## src/rtl/core/smcd_pkg.sv

```systemverilog
`timescale 1ns / 1ps
// shared codes, limits and helper function for the serial motion command decoder
// no dependencies
package smcd_pkg;

  // result action codes
  localparam logic [2:0] ACT_STOP   = 3'd0;
  localparam logic [2:0] ACT_TURN   = 3'd1;
  localparam logic [2:0] ACT_FMT    = 3'd2;
  localparam logic [2:0] ACT_SENSOR = 3'd3;
  localparam logic [2:0] ACT_READ   = 3'd4;
  localparam logic [2:0] ACT_ZERO   = 3'd5;
  localparam logic [2:0] ACT_BUSY   = 3'd6;
  localparam logic [2:0] ACT_MOTION = 3'd7;

  // motion base codes, arc side is added on top
  localparam logic [2:0] MOT_FWD   = 3'd0;
  localparam logic [2:0] MOT_BACK  = 3'd3;
  localparam logic [2:0] MOT_PIV_L = 3'd6;
  localparam logic [2:0] MOT_PIV_R = 3'd7;

  // register indexes
  localparam logic [1:0] REG_MAX_SPEED   = 2'd0;
  localparam logic [1:0] REG_TURN_RPM    = 2'd1;
  localparam logic [1:0] REG_START_SPEED = 2'd2;
  localparam logic [1:0] REG_START_INNER = 2'd3;

  // register reset values and limits
  localparam logic [9:0]  MAX_SPEED_RST   = 10'd1000;
  localparam logic [9:0]  TURN_RPM_RST    = 10'd100;
  localparam logic [9:0]  START_SPEED_RST = 10'd200;
  localparam logic [6:0]  START_INNER_RST = 7'd50;
  localparam logic [6:0]  PCT_LIMIT       = 7'd100;
  localparam logic [8:0]  DEG_LIMIT       = 9'd360;
  localparam logic [11:0] TENTHS_LIMIT    = 12'd3600;

  // characters
  localparam logic [7:0] CH_CR    = 8'h0d;
  localparam logic [7:0] CH_LF    = 8'h0a;
  localparam logic [7:0] CH_SP    = 8'h20;
  localparam logic [7:0] CH_TAB   = 8'h09;
  localparam logic [7:0] CH_DOT   = 8'h2e;
  localparam logic [7:0] CH_ZERO  = 8'h30;
  localparam logic [7:0] CH_NINE  = 8'h39;
  localparam logic [7:0] CH_LO_A  = 8'h61;
  localparam logic [7:0] CH_LO_Z  = 8'h7a;
  localparam logic [7:0] CH_UP_B  = 8'h42;
  localparam logic [7:0] CH_UP_F  = 8'h46;
  localparam logic [7:0] CH_UP_L  = 8'h4c;
  localparam logic [7:0] CH_UP_R  = 8'h52;
  localparam logic [7:0] CH_UP_T  = 8'h54;
  localparam logic [7:0] CH_UP_X  = 8'h58;
  localparam logic [7:0] CH_UP_Y  = 8'h59;
  localparam logic [7:0] CASE_OFS = 8'h20;

  // arc side
  localparam logic [1:0] SIDE_NONE = 2'd0;
  localparam logic [1:0] SIDE_L    = 2'd1;
  localparam logic [1:0] SIDE_R    = 2'd2;

  function automatic logic [7:0] upcase(input logic [7:0] c);
    logic [7:0] r;
    r = c;
    if (c >= CH_LO_A && c <= CH_LO_Z) begin
      r = c - CASE_OFS;
    end
    return r;
  endfunction

endpackage

```

## src/rtl/core/smcd_ram.sv

```systemverilog
`timescale 1ns / 1ps
// generic single write port ram with registered read
// no dependencies
module smcd_ram #(
  parameter int unsigned WIDTH = 8,
  parameter int unsigned DEPTH = 32,
  parameter int unsigned AW    = $clog2(DEPTH)
) (
  input  logic             clk_i,
  input  logic             we_i,
  input  logic [AW-1:0]    waddr_i,
  input  logic [WIDTH-1:0] wdata_i,
  input  logic [AW-1:0]    raddr_i,
  output logic [WIDTH-1:0] rdata_o
);

  logic [WIDTH-1:0] mem_q [DEPTH];

  always_ff @(posedge clk_i) begin
    if (we_i) begin
      mem_q[waddr_i] <= wdata_i;
    end
    rdata_o <= mem_q[raddr_i];
  end

endmodule

```

## src/rtl/core/serial_motion_command_decoder.sv

```systemverilog
`timescale 1ns / 1ps
// serial motion command decoder top level: line store, character parser, registers
// depends on smcd_pkg and smcd_ram
//
// usage
//   input channel: one received character word per accept (in_valid_i high,
//   in_stall_o low), with the sensor_ready and turn_active flags sampled with
//   the terminator. ordinary characters go into the line ram at one word a
//   cycle while in_stall_o is low. a cr or lf ending a non-empty line starts
//   the decode: the parser streams the line back out of the ram one character
//   a cycle, and in_stall_o stays high throughout the decode.
//   output channel: at most one result word per terminator, held in an output
//   register until taken (out_valid_o high, out_stall_i low). collection of
//   the next line carries on while a result waits; only a decode finishing
//   with the output register still full waits for it to drain.
//   apb port: four registers at byte addresses 0, 4, 8 and 12, to be written only
//   while the block is idle, which the block itself does not enforce; writing
//   start speed or start percent also loads the held default.
//   reset: line empty, registers at their reset values, no result pending;
//   the line ram needs no clearing since only written entries are read.
module serial_motion_command_decoder #(
  parameter int unsigned LINE_BYTES = 32
) (
  input  logic        clk_i,
  input  logic        rst_ni,
  // input channel
  input  logic        in_valid_i,
  output logic        in_stall_o,
  input  logic [7:0]  rx_byte_i,
  input  logic        sensor_ready_i,
  input  logic        turn_active_i,
  // output channel
  output logic        out_valid_o,
  input  logic        out_stall_i,
  output logic [2:0]  action_o,
  output logic [2:0]  motion_o,
  output logic [9:0]  speed_rpm_o,
  output logic [6:0]  inner_percent_o,
  output logic        turn_left_o,
  output logic [11:0] angle_tenths_o,
  output logic [9:0]  turn_max_rpm_o,
  // configuration port
  input  logic        psel,
  input  logic        penable,
  input  logic        pwrite,
  input  logic [3:0]  paddr,
  input  logic [31:0] pwdata,
  output logic [31:0] prdata,
  output logic        pready
);

  localparam int unsigned AW = $clog2(LINE_BYTES);

  // top level phases
  localparam logic [1:0] PH_IDLE  = 2'd0;
  localparam logic [1:0] PH_PRIME = 2'd1;
  localparam logic [1:0] PH_RUN   = 2'd2;
  localparam logic [1:0] PH_EMIT  = 2'd3;

  // parser states; each step of the parser consumes one character
  localparam logic [3:0] P_LEAD   = 4'd0;
  localparam logic [3:0] P_SIDE   = 4'd1;
  localparam logic [3:0] P_TA_BL  = 4'd2;
  localparam logic [3:0] P_TA_NUM = 4'd3;
  localparam logic [3:0] P_TA_FR  = 4'd4;
  localparam logic [3:0] P_TA_END = 4'd5;
  localparam logic [3:0] P_TR_BL  = 4'd6;
  localparam logic [3:0] P_TR_NUM = 4'd7;
  localparam logic [3:0] P_TR_TL  = 4'd8;
  localparam logic [3:0] P_Y_BL   = 4'd9;
  localparam logic [3:0] P_Y_Z    = 4'd10;
  localparam logic [3:0] P_MSP    = 4'd11;
  localparam logic [3:0] P_MSN    = 4'd12;
  localparam logic [3:0] P_MPB    = 4'd13;
  localparam logic [3:0] P_MPN    = 4'd14;
  localparam logic [3:0] P_MTAIL  = 4'd15;

  // command letters
  localparam logic [2:0] CMD_F = 3'd0;
  localparam logic [2:0] CMD_B = 3'd1;
  localparam logic [2:0] CMD_T = 3'd2;
  localparam logic [2:0] CMD_Y = 3'd3;
  localparam logic [2:0] CMD_L = 3'd4;
  localparam logic [2:0] CMD_R = 3'd5;

  // configuration registers
  logic [9:0] max_spd_q, turn_rpm_q, start_spd_q;
  logic [6:0] start_inr_q;
  logic [9:0] held_spd_q;
  logic [6:0] held_inr_q;

  // line collection
  logic [AW-1:0] cnt_q, len_q, idx_q, idx_d;
  logic          in_acc, is_term, ram_we;
  logic [AW-1:0] raddr;
  logic [7:0]    rdata;

  // parser state
  logic [1:0]  ph_q, ph_d;
  logic [3:0]  pst_q, pst_d, eff;
  logic [2:0]  cmd_q, cmd_d;
  logic [1:0]  side_q, side_d;
  logic [9:0]  acc_q, acc_d;
  logic [11:0] ang_q, ang_d;
  logic [9:0]  spd_q, spd_d, trpm_q, trpm_d;
  logic [6:0]  inr_q, inr_d;
  logic        pct_q, pct_d, sens_q, busy_q;
  logic [2:0]  res_act_q, res_act_d, res_mot_q, res_mot_d;

  // character decode
  logic [7:0]  c, uc;
  logic        c_end, c_blank, c_digit, c_side;
  logic [3:0]  dig;
  logic [13:0] acc10, nx10;
  logic [11:0] tenths;
  logic        fin, emit, mfin, mok;
  logic        out_free, cfg_wr;

  assign pready  = 1'b1;
  assign cfg_wr  = psel && penable && pwrite;
  assign in_stall_o = (ph_q != PH_IDLE);
  assign in_acc  = in_valid_i && !in_stall_o;
  assign is_term = (rx_byte_i == smcd_pkg::CH_CR) || (rx_byte_i == smcd_pkg::CH_LF);
  assign ram_we  = in_acc && !is_term && (cnt_q < AW'(LINE_BYTES - 1));
  assign out_free = !out_valid_o || !out_stall_i;

  always_comb begin
    case (paddr[3:2])
      smcd_pkg::REG_MAX_SPEED:   prdata = {22'd0, max_spd_q};
      smcd_pkg::REG_TURN_RPM:    prdata = {22'd0, turn_rpm_q};
      smcd_pkg::REG_START_SPEED: prdata = {22'd0, start_spd_q};
      default:                   prdata = {25'd0, start_inr_q};
    endcase
  end

  // line store: written while collecting, streamed out while decoding; input is
  // stalled during the decode so reads and writes never overlap
  assign raddr = (ph_q == PH_RUN) ? idx_q + AW'(1) : '0;

  smcd_ram #(
    .WIDTH (8),
    .DEPTH (LINE_BYTES)
  ) u_line_ram (
    .clk_i   (clk_i),
    .we_i    (ram_we),
    .waddr_i (cnt_q),
    .wdata_i (rx_byte_i),
    .raddr_i (raddr),
    .rdata_o (rdata)
  );

  // current character, zero past the end of the line
  assign c       = (idx_q < len_q) ? rdata : 8'h00;
  assign uc      = smcd_pkg::upcase(c);
  assign c_end   = (c == 8'h00);
  assign c_blank = (c == smcd_pkg::CH_SP) || (c == smcd_pkg::CH_TAB);
  assign c_digit = (c >= smcd_pkg::CH_ZERO) && (c <= smcd_pkg::CH_NINE);
  assign c_side  = (uc == smcd_pkg::CH_UP_L) || (uc == smcd_pkg::CH_UP_R);
  assign dig     = c[3:0];
  assign acc10   = {1'b0, acc_q, 3'b000} + {3'b000, acc_q, 1'b0};
  assign nx10    = acc10 + {10'd0, dig};
  // angle ends either straight after the whole number or after the tenths digit
  assign tenths  = (pst_q == P_TA_NUM) ? acc10[11:0] : ang_q;

  always_comb begin
    ph_d      = ph_q;
    pst_d     = pst_q;
    cmd_d     = cmd_q;
    side_d    = side_q;
    acc_d     = acc_q;
    ang_d     = ang_q;
    spd_d     = spd_q;
    inr_d     = inr_q;
    trpm_d    = trpm_q;
    pct_d     = pct_q;
    idx_d     = idx_q;
    res_act_d = res_act_q;
    res_mot_d = res_mot_q;
    fin       = 1'b0;
    emit      = 1'b0;
    mfin      = 1'b0;
    mok       = 1'b0;

    // a character that is not consumed by a state falls through to the next one
    eff = pst_q;
    if (pst_q == P_SIDE && !c_side && cmd_q != CMD_T) begin
      eff = P_MSP;
    end
    if (pst_q == P_TA_NUM && !c_digit && c != smcd_pkg::CH_DOT) begin
      eff = P_TA_END;
    end

    case (ph_q)
      PH_IDLE: begin
        if (in_acc && is_term && cnt_q != '0) begin
          ph_d   = PH_PRIME;
          pst_d  = P_LEAD;
          side_d = smcd_pkg::SIDE_NONE;
          spd_d  = held_spd_q;
          inr_d  = held_inr_q;
          pct_d  = 1'b0;
          idx_d  = '0;
        end
      end
      PH_PRIME: begin
        ph_d = PH_RUN;
      end
      PH_RUN: begin
        idx_d = idx_q + AW'(1);
        case (eff)
          P_LEAD: begin
            if (!c_blank) begin
              case (uc)
                smcd_pkg::CH_UP_X: begin
                  fin = 1'b1; emit = 1'b1; res_act_d = smcd_pkg::ACT_STOP;
                end
                smcd_pkg::CH_UP_F: begin cmd_d = CMD_F; pst_d = P_SIDE; end
                smcd_pkg::CH_UP_B: begin cmd_d = CMD_B; pst_d = P_SIDE; end
                smcd_pkg::CH_UP_T: begin cmd_d = CMD_T; pst_d = P_SIDE; end
                smcd_pkg::CH_UP_Y: begin cmd_d = CMD_Y; pst_d = P_Y_BL; end
                smcd_pkg::CH_UP_L: begin cmd_d = CMD_L; pst_d = P_MSP; end
                smcd_pkg::CH_UP_R: begin cmd_d = CMD_R; pst_d = P_MSP; end
                default: fin = 1'b1;
              endcase
            end
          end
          P_SIDE: begin
            // only reached with an arc letter, or for a turn without one
            if (c_side) begin
              side_d = (uc == smcd_pkg::CH_UP_L) ? smcd_pkg::SIDE_L : smcd_pkg::SIDE_R;
              pst_d  = (cmd_q == CMD_T) ? P_TA_BL : P_MSP;
            end else begin
              fin = 1'b1; emit = 1'b1; res_act_d = smcd_pkg::ACT_FMT;
            end
          end
          P_TA_BL: begin
            if (c_digit) begin
              acc_d = {6'd0, dig};
              pst_d = P_TA_NUM;
            end else if (!c_blank) begin
              fin = 1'b1; emit = 1'b1; res_act_d = smcd_pkg::ACT_FMT;
            end
          end
          P_TA_NUM: begin
            // digit or dot here, anything else went to the angle end
            if (c_digit) begin
              if (nx10 > {5'd0, smcd_pkg::DEG_LIMIT}) begin
                fin = 1'b1; emit = 1'b1; res_act_d = smcd_pkg::ACT_FMT;
              end else begin
                acc_d = nx10[9:0];
              end
            end else begin
              pst_d = P_TA_FR;
            end
          end
          P_TA_FR: begin
            if (c_digit) begin
              ang_d = nx10[11:0];
              pst_d = P_TA_END;
            end else begin
              fin = 1'b1; emit = 1'b1; res_act_d = smcd_pkg::ACT_FMT;
            end
          end
          P_TA_END: begin
            if ((!c_end && !c_blank) || tenths == 12'd0 ||
                tenths > smcd_pkg::TENTHS_LIMIT) begin
              fin = 1'b1; emit = 1'b1; res_act_d = smcd_pkg::ACT_FMT;
            end else begin
              ang_d  = tenths;
              trpm_d = turn_rpm_q;
              if (c_end) begin
                fin = 1'b1; emit = 1'b1;
                res_act_d = sens_q ? smcd_pkg::ACT_TURN : smcd_pkg::ACT_SENSOR;
              end else begin
                pst_d = P_TR_BL;
              end
            end
          end
          P_TR_BL: begin
            if (c_end) begin
              fin = 1'b1; emit = 1'b1;
              res_act_d = sens_q ? smcd_pkg::ACT_TURN : smcd_pkg::ACT_SENSOR;
            end else if (c_digit && {6'd0, dig} <= max_spd_q) begin
              acc_d = {6'd0, dig};
              pst_d = P_TR_NUM;
            end else if (!c_blank) begin
              fin = 1'b1; emit = 1'b1; res_act_d = smcd_pkg::ACT_FMT;
            end
          end
          P_TR_NUM: begin
            if (c_digit) begin
              if (nx10 > {4'd0, max_spd_q}) begin
                fin = 1'b1; emit = 1'b1; res_act_d = smcd_pkg::ACT_FMT;
              end else begin
                acc_d = nx10[9:0];
              end
            end else if (acc_q == 10'd0 || (!c_end && !c_blank)) begin
              fin = 1'b1; emit = 1'b1; res_act_d = smcd_pkg::ACT_FMT;
            end else begin
              trpm_d = acc_q;
              if (c_end) begin
                fin = 1'b1; emit = 1'b1;
                res_act_d = sens_q ? smcd_pkg::ACT_TURN : smcd_pkg::ACT_SENSOR;
              end else begin
                pst_d = P_TR_TL;
              end
            end
          end
          P_TR_TL: begin
            if (c_end) begin
              fin = 1'b1; emit = 1'b1;
              res_act_d = sens_q ? smcd_pkg::ACT_TURN : smcd_pkg::ACT_SENSOR;
            end else if (!c_blank) begin
              fin = 1'b1; emit = 1'b1; res_act_d = smcd_pkg::ACT_FMT;
            end
          end
          P_Y_BL: begin
            if (c == smcd_pkg::CH_ZERO) begin
              if (busy_q) begin
                fin = 1'b1; emit = 1'b1; res_act_d = smcd_pkg::ACT_BUSY;
              end else begin
                pst_d = P_Y_Z;
              end
            end else if (c_end) begin
              fin = 1'b1; emit = 1'b1;
              res_act_d = sens_q ? smcd_pkg::ACT_READ : smcd_pkg::ACT_SENSOR;
            end else if (!c_blank) begin
              fin = 1'b1;
            end
          end
          P_Y_Z: begin
            if (c_end) begin
              fin = 1'b1; emit = 1'b1; res_act_d = smcd_pkg::ACT_ZERO;
            end else if (!c_blank) begin
              fin = 1'b1;
            end
          end
          P_MSP: begin
            if (c_end) begin
              mfin = 1'b1;
            end else if (c_digit && {6'd0, dig} <= max_spd_q) begin
              acc_d = {6'd0, dig};
              pst_d = P_MSN;
            end else if (!c_blank) begin
              fin = 1'b1;
            end
          end
          P_MSN: begin
            if (c_digit) begin
              if (nx10 > {4'd0, max_spd_q}) begin
                fin = 1'b1;
              end else begin
                acc_d = nx10[9:0];
              end
            end else begin
              spd_d = acc_q;
              if (c_end) begin
                mfin = 1'b1;
              end else if (c_blank) begin
                pst_d = P_MPB;
              end else begin
                fin = 1'b1;
              end
            end
          end
          P_MPB: begin
            if (c_end) begin
              mfin = 1'b1;
            end else if (c_digit) begin
              acc_d = {6'd0, dig};
              pst_d = P_MPN;
            end else if (!c_blank) begin
              fin = 1'b1;
            end
          end
          P_MPN: begin
            if (c_digit) begin
              if (nx10 > {7'd0, smcd_pkg::PCT_LIMIT}) begin
                fin = 1'b1;
              end else begin
                acc_d = nx10[9:0];
              end
            end else begin
              inr_d = acc_q[6:0];
              pct_d = 1'b1;
              if (c_end) begin
                mfin = 1'b1;
              end else if (c_blank) begin
                pst_d = P_MTAIL;
              end else begin
                fin = 1'b1;
              end
            end
          end
          default: begin
            if (c_end) begin
              mfin = 1'b1;
            end else if (!c_blank) begin
              fin = 1'b1;
            end
          end
        endcase

        // motion line complete: a percent needs an arc letter
        if (mfin) begin
          fin = 1'b1;
          if (!(pct_d && side_q == smcd_pkg::SIDE_NONE)) begin
            mok       = 1'b1;
            emit      = 1'b1;
            res_act_d = smcd_pkg::ACT_MOTION;
            case (cmd_q)
              CMD_L:   res_mot_d = smcd_pkg::MOT_PIV_L;
              CMD_R:   res_mot_d = smcd_pkg::MOT_PIV_R;
              CMD_F:   res_mot_d = smcd_pkg::MOT_FWD + {1'b0, side_q};
              default: res_mot_d = smcd_pkg::MOT_BACK + {1'b0, side_q};
            endcase
          end
        end
        if (fin) begin
          ph_d = emit ? PH_EMIT : PH_IDLE;
        end
      end
      default: begin
        if (out_free) begin
          ph_d = PH_IDLE;
        end
      end
    endcase
  end

  always_ff @(posedge clk_i or negedge rst_ni) begin
    if (!rst_ni) begin
      ph_q        <= PH_IDLE;
      pst_q       <= P_LEAD;
      cnt_q       <= '0;
      out_valid_o <= 1'b0;
      max_spd_q   <= smcd_pkg::MAX_SPEED_RST;
      turn_rpm_q  <= smcd_pkg::TURN_RPM_RST;
      start_spd_q <= smcd_pkg::START_SPEED_RST;
      start_inr_q <= smcd_pkg::START_INNER_RST;
      held_spd_q  <= smcd_pkg::START_SPEED_RST;
      held_inr_q  <= smcd_pkg::START_INNER_RST;
    end else begin
      ph_q  <= ph_d;
      pst_q <= pst_d;

      if (in_acc) begin
        if (is_term || cnt_q >= AW'(LINE_BYTES - 1)) begin
          cnt_q <= '0;
        end else begin
          cnt_q <= cnt_q + AW'(1);
        end
      end

      if (cfg_wr) begin
        case (paddr[3:2])
          smcd_pkg::REG_MAX_SPEED:   max_spd_q  <= pwdata[9:0];
          smcd_pkg::REG_TURN_RPM:    turn_rpm_q <= pwdata[9:0];
          smcd_pkg::REG_START_SPEED: begin
            start_spd_q <= pwdata[9:0];
            held_spd_q  <= pwdata[9:0];
          end
          default: begin
            start_inr_q <= (pwdata[6:0] > smcd_pkg::PCT_LIMIT) ?
                           smcd_pkg::PCT_LIMIT : pwdata[6:0];
            held_inr_q  <= (pwdata[6:0] > smcd_pkg::PCT_LIMIT) ?
                           smcd_pkg::PCT_LIMIT : pwdata[6:0];
          end
        endcase
      end else if (mok) begin
        held_spd_q <= spd_d;
        held_inr_q <= inr_d;
      end

      if (ph_q == PH_EMIT && out_free) begin
        out_valid_o <= 1'b1;
      end else if (!out_stall_i) begin
        out_valid_o <= 1'b0;
      end
    end
  end

  // parser payload registers
  always_ff @(posedge clk_i) begin
    cmd_q     <= cmd_d;
    side_q    <= side_d;
    acc_q     <= acc_d;
    ang_q     <= ang_d;
    spd_q     <= spd_d;
    inr_q     <= inr_d;
    trpm_q    <= trpm_d;
    pct_q     <= pct_d;
    idx_q     <= idx_d;
    res_act_q <= res_act_d;
    res_mot_q <= res_mot_d;
    if (in_acc && is_term) begin
      len_q  <= cnt_q;
      sens_q <= sensor_ready_i;
      busy_q <= turn_active_i;
    end
    // fields that do not belong to the action read as zero
    if (ph_q == PH_EMIT && out_free) begin
      action_o        <= res_act_q;
      motion_o        <= (res_act_q == smcd_pkg::ACT_MOTION) ? res_mot_q : 3'd0;
      speed_rpm_o     <= (res_act_q == smcd_pkg::ACT_MOTION) ? spd_q : 10'd0;
      inner_percent_o <= (res_act_q == smcd_pkg::ACT_MOTION) ? inr_q : 7'd0;
      turn_left_o     <= (res_act_q == smcd_pkg::ACT_TURN) && (side_q == smcd_pkg::SIDE_L);
      angle_tenths_o  <= (res_act_q == smcd_pkg::ACT_TURN) ? ang_q : 12'd0;
      turn_max_rpm_o  <= (res_act_q == smcd_pkg::ACT_TURN) ? trpm_q : 10'd0;
    end
  end

endmodule

```

## config.mk

```make
export PLATFORM = sky130hd
export DESIGN_NAME = serial_motion_command_decoder
export DESIGN_NICKNAME = d
export VERILOG_FILES = /design/src/rtl/core/smcd_pkg.sv /design/src/rtl/core/smcd_ram.sv /design/src/rtl/core/serial_motion_command_decoder.sv
export SDC_FILE = /design/constraint.sdc
export NUM_CORES = 1
export LEC_CHECK = 0
export BUFFER_PORTS_ARGS = -buffer_cell sky130_fd_sc_hd__buf_2
export CORE_MARGIN = 2
export CORE_UTILIZATION = 45
export CTS_BUF_LIST = sky130_fd_sc_hd__clkbuf_4
export CTS_CLUSTER_SIZE = 28
export DETAILED_ROUTE_END_ITERATION = 6
export HOLD_SLACK_MARGIN = 0.08
export PLACE_DENSITY = 0.62
export SLEW_MARGIN = 20
export SYNTH_ARGS = -nofsm -noshare
export SYNTH_HDL_FRONTEND = slang
export SYNTH_HIERARCHICAL = 1
export SYNTH_SLANG_ARGS = --single-unit
```

## constraint.sdc

```tcl
create_clock -name clk_i -period 7.5 [get_ports clk_i]
set_input_delay 0.75 -clock clk_i [delete_from_list [all_inputs] [get_ports clk_i]]
set_output_delay 0.75 -clock clk_i [all_outputs]
set_load 0.005 [all_outputs]
```

==> PnR_summary.wiki <==
{| class="wikitable"
! Metric !! Value
|-
| Share of the synthesized area in the top cell type || 50.7%
|-
| Cell at the root of the clock tree || sky130_fd_sc_hd__clkbuf_4
|-
| Setup repair after global routing missed its margin || false
|-
| Classification of the worst-slack hold path || input pin to asynchronous set/reset pin
|-
| Worst skew pair latency || 0.90 ns
|-
| Length of the first detailed-routing pass in iterations || 7
|-
| CORE AREA || 46600 um2
|-
| Overall die width || 221 um
|-
| Maximum achievable frequency || 168 MHz
|-
| Number of instances in the synthesized netlist || 1527
|-
| Crit path max fanout || 15
|-
| Placed wire-length estimate after detailed placement || 34800 um
|-
| Worst path arrival time || 6.61 ns
|-
| Post-layout nets || 1773
|-
| Average size of a mapped cell || 13.9 um2
|-
| Global-route wire length before repair || 80900 um
|-
| Critical path class || flip-flop to flip-flop
|-
| Clock buffer depth || 3
|-
| Flops & latches, synth || 449
|-
| Vertical extent of the die || 221 um
|-
| Most common cell in the synthesized netlist || sky130_fd_sc_hd__edfxtp_1
|-
| Count of flip-flops with a built-in enable after synthesis || 358
|-
| Total number of clock tree sinks || 449
|-
| Static leakage || 0.00863 uW
|-
| Cell area after synthesis || 21200 um2
|-
| Worst R2R Path Depth || 22
|-
| Launch instance of the worst register-to-register path || idx_q[2]$_DFFE_PP_
|-
| Final clock skew || 0.0593 ns
|-
| Worst Tran Pin Value || 1.09 ns
|-
| Max IR drop VDD || 0.000159 V
|-
| Commonest register cell after synthesis || sky130_fd_sc_hd__edfxtp_1
|-
| Total vias in the final route || 13800
|-
| Max-capacitance violation count || 0
|-
| Total wire length || 52900 um
|-
| Part of the Yosys area used for sequential elements || 61.0%
|-
| Worst path required time || 8.14 ns
|-
| Ratio of routed vias to standard cells || 5.75
|-
| Overflow left after global routing || 0
|-
| R2R Setup Slk || 1.54 ns
|-
| GRT Util Overall || 21.5%
|-
| Weighted congestion reported at the end of routability-driven placement || 0.910
|-
| Layout cell share with drive strength beyond 1 || 27.2%
|-
| Mean routed wirelength per cell || 22.1 um
|-
| Post-route design area || 23700 um2
|-
| Starting Density || 45.5%
|-
| Yosys cell types || 109
|-
| Power Density || 234 nW/um2
|-
| Summed negative setup slack over all endpoints || 0 ns
|-
| Outcome || finished with violations
|-
| Setup Viol. Count Final || 0
|-
| Antenna violations before repair || 2
|-
| Number of rows in the core area || 79
|-
| YS warnings || 6
|-
| End of the worst register-to-register path || res_act_q[0]$_DFFE_PP_
|-
| Async S/R FF share, synth || 14.7%
|-
| Number of buffers added by the clock tree synthesis step || 114
|-
| Tcrit/Tclk final || 79.5%
|-
| DRC Markers || 1
|-
| Final ANT Viol Nets || 0
|-
| Placed standard-cell area || 22200 um2
|-
| Worst Setup End Kind || flip-flop
|-
| Iteration-0 DRC count of the detailed router || 1340
|-
| H-tree depth reported by CTS || 3
|-
| Number of global-route vias before repair || 13600
|-
| Worst slew margin || 26.7%
|-
| Area growth from synthesis to layout || 12.1%
|-
| Clock tree from TritonCTS || built
|-
| Top cells by count, synth || 358 x sky130_fd_sc_hd__edfxtp_1, 120 x sky130_fd_sc_hd__nor2_1, 117 x sky130_fd_sc_hd__nand2_1, 87 x sky130_fd_sc_hd__mux4_2, 60 x sky130_fd_sc_hd__o21ai_0
|-
| Fin. max-slew vios || 0
|-
| Count of buffers inserted at the top-level ports || 86
|-
| Clock transition at the register clock pins on the worst setup and hold paths after CTS || 0.08 ns
|-
| Cell accounting for the most synthesized area || sky130_fd_sc_hd__edfxtp_1
|-
| Die Area || 48800 um2
|-
| Violations in the final reports || design-rule violations
|-
| Cell types occupying the most area after synthesis || sky130_fd_sc_hd__edfxtp_1 51%, sky130_fd_sc_hd__mux4_2 9.2%, sky130_fd_sc_hd__dfrtp_1 5.3%
|-
| I/O pin count || 134
|-
| Post-layout min period || 5.96 ns
|-
| Pin count of the biggest net entering global routing || 67
|-
| Hold Violations, Final || 0
|-
| Critical Path Start Type || flip-flop
|}
==> layer usage <==
layer / wire, um / GRT usage, % / share of wire (%)
met4: 1650 / 7.77 / 3.1
met3: 3220 / 4.51 / 6.1
met5: 0 / 0 / 0
met1: 22400 / 29.0 / 42
met2: 25700 / 34.7 / 48
==> stage by stage <==
step / utilization (%) / std cells / hold slack (ns) / total power (uW) / setup slack, ns
2_1_floorplan: - / 1548 / 0.437 / 3260 / 1.80
3_3_place_gp: 47.6 / 2170 / 0.447 / 3430 / 1.75
3_5_place_dp: 47.6 / 2170 / 0.448 / 3460 / 1.63
4_1_cts: 51.0 / 2390 / 0.0810 / 5620 / 1.61
5_1_grt: 51.0 / 2397 / 0.111 / 5800 / 1.21
6_report: 51.0 / 2397 / 0.119 / 5560 / 1.54
==> worst max-delay path by stage <==
| stage | startpoint | endpoint | slack (ns) | cells past startpoint |
|---|---|---|---|---|
| 2_1_floorplan | idx_q[2]$_DFFE_PP_ | acc_q[0]$_DFFE_PP_ | 1.80 | 21 |
| 3_3_place_gp | idx_q[2]$_DFFE_PP_ | res_act_q[0]$_DFFE_PP_ | 1.75 | 22 |
| 3_5_place_dp | idx_q[2]$_DFFE_PP_ | res_act_q[0]$_DFFE_PP_ | 1.63 | 22 |
| 4_1_cts | idx_q[2]$_DFFE_PP_ | res_act_q[0]$_DFFE_PP_ | 1.61 | 22 |
| 5_1_grt | idx_q[2]$_DFFE_PP_ | res_act_q[0]$_DFFE_PP_ | 1.21 | 22 |
| 6_report | idx_q[2]$_DFFE_PP_ | res_act_q[0]$_DFFE_PP_ | 1.54 | 22 |
==> logic make-up (layout without fill, tap and decap cells) <==
logic type,count (synthesis),count (layout),share of synthesized area [%]
flops,449,449,61.0
simple gates,448,448,10.7
compound gates,289,289,10.1
buf+inv,149,384,3.31
mux,136,136,11.8
fa+ha+maj,38,38,2.31
xor+xnor,16,16,0.697
other cells,2,30,0.0354
==> area by class of cell <==
type / instances / area [um2]
multi-input combinational: 950 / 7670
sequential: 449 / 12900
fill: 4013 / 22800
tap: 607 / 759
clock buffer: 167 / 1250
inverter: 58 / 218
timing repair buffer: 109 / 611
clock inverter: 50 / 285
antenna: 7 / 17.5
==> sequential cells by signal, indices dropped and copies added, names as in the netlist, 8 cells and up <==
name,flops
max_spd_q,10
ang_q,12
u_line_ram/rdata_o,8
start_spd_q,10
spd_q,10
held_spd_q,10
turn_rpm_q,10
acc_q,10
turn_max_rpm_o,10
speed_rpm_o,10
u_line_ram/mem_q,256
angle_tenths_o,12
trpm_q,10
==> power by group <==
part           leakage, uW  internal (uW)  switching [uW]  total [uW]
logic              0.00349            180             271         452
registers          0.00425           2850             113        2960
clock network     0.000901           1130            1010        2150
==> critical path, cell delays in order, from the launching register on <==
cell and delay (ns):
sky130_fd_sc_hd__edfxtp_1 0.45, sky130_fd_sc_hd__ha_1 0.32, sky130_fd_sc_hd__a21oi_1 0.18, sky130_fd_sc_hd__o21ai_1 0.15, sky130_fd_sc_hd__a21oi_1 0.15, sky130_fd_sc_hd__buf_4 0.21, sky130_fd_sc_hd__and2_1 0.20, sky130_fd_sc_hd__ha_1 0.20
sky130_fd_sc_hd__fa_1 0.22, sky130_fd_sc_hd__a21oi_1 0.10, sky130_fd_sc_hd__or3_1 0.32, sky130_fd_sc_hd__or3_4 0.37, sky130_fd_sc_hd__xnor2_1 0.33, sky130_fd_sc_hd__inv_1 0.18, sky130_fd_sc_hd__ha_1 0.33, sky130_fd_sc_hd__a21oi_1 0.07
sky130_fd_sc_hd__o21ai_0 0.26, sky130_fd_sc_hd__a2111oi_0 0.11, sky130_fd_sc_hd__or3_1 0.47, sky130_fd_sc_hd__o2111a_1 0.25, sky130_fd_sc_hd__a221oi_2 0.39, sky130_fd_sc_hd__o2111ai_1 0.16, sky130_fd_sc_hd__a211o_1 0.31
==> cells in the final DEF, fill, tap and decap left out, types with 29 or more instances in the layout <==
cell type,synthesis,layout
sky130_fd_sc_hd__clkinv_1,1,40
sky130_fd_sc_hd__clkbuf_4,0,167
sky130_fd_sc_hd__nor2_1,120,118
sky130_fd_sc_hd__mux2_2,37,37
sky130_fd_sc_hd__edfxtp_1,358,358
sky130_fd_sc_hd__o21ai_0,60,60
sky130_fd_sc_hd__mux4_2,87,87
sky130_fd_sc_hd__dfrtp_1,45,45
sky130_fd_sc_hd__buf_2,14,86
sky130_fd_sc_hd__and2_1,55,55
sky130_fd_sc_hd__ha_1,36,36
sky130_fd_sc_hd__a21oi_1,47,47
sky130_fd_sc_hd__inv_1,56,55
sky130_fd_sc_hd__nand3_1,29,29
sky130_fd_sc_hd__nand2_1,117,117
==> timing repair <==
action                                 CTS  global route
gates resized for setup                  0             0
setup buffers                            0             0
endpoints found under the hold margin    3             0
hold buffers                             3             0
No activity file was read; power rests on OpenSTA's default activity.
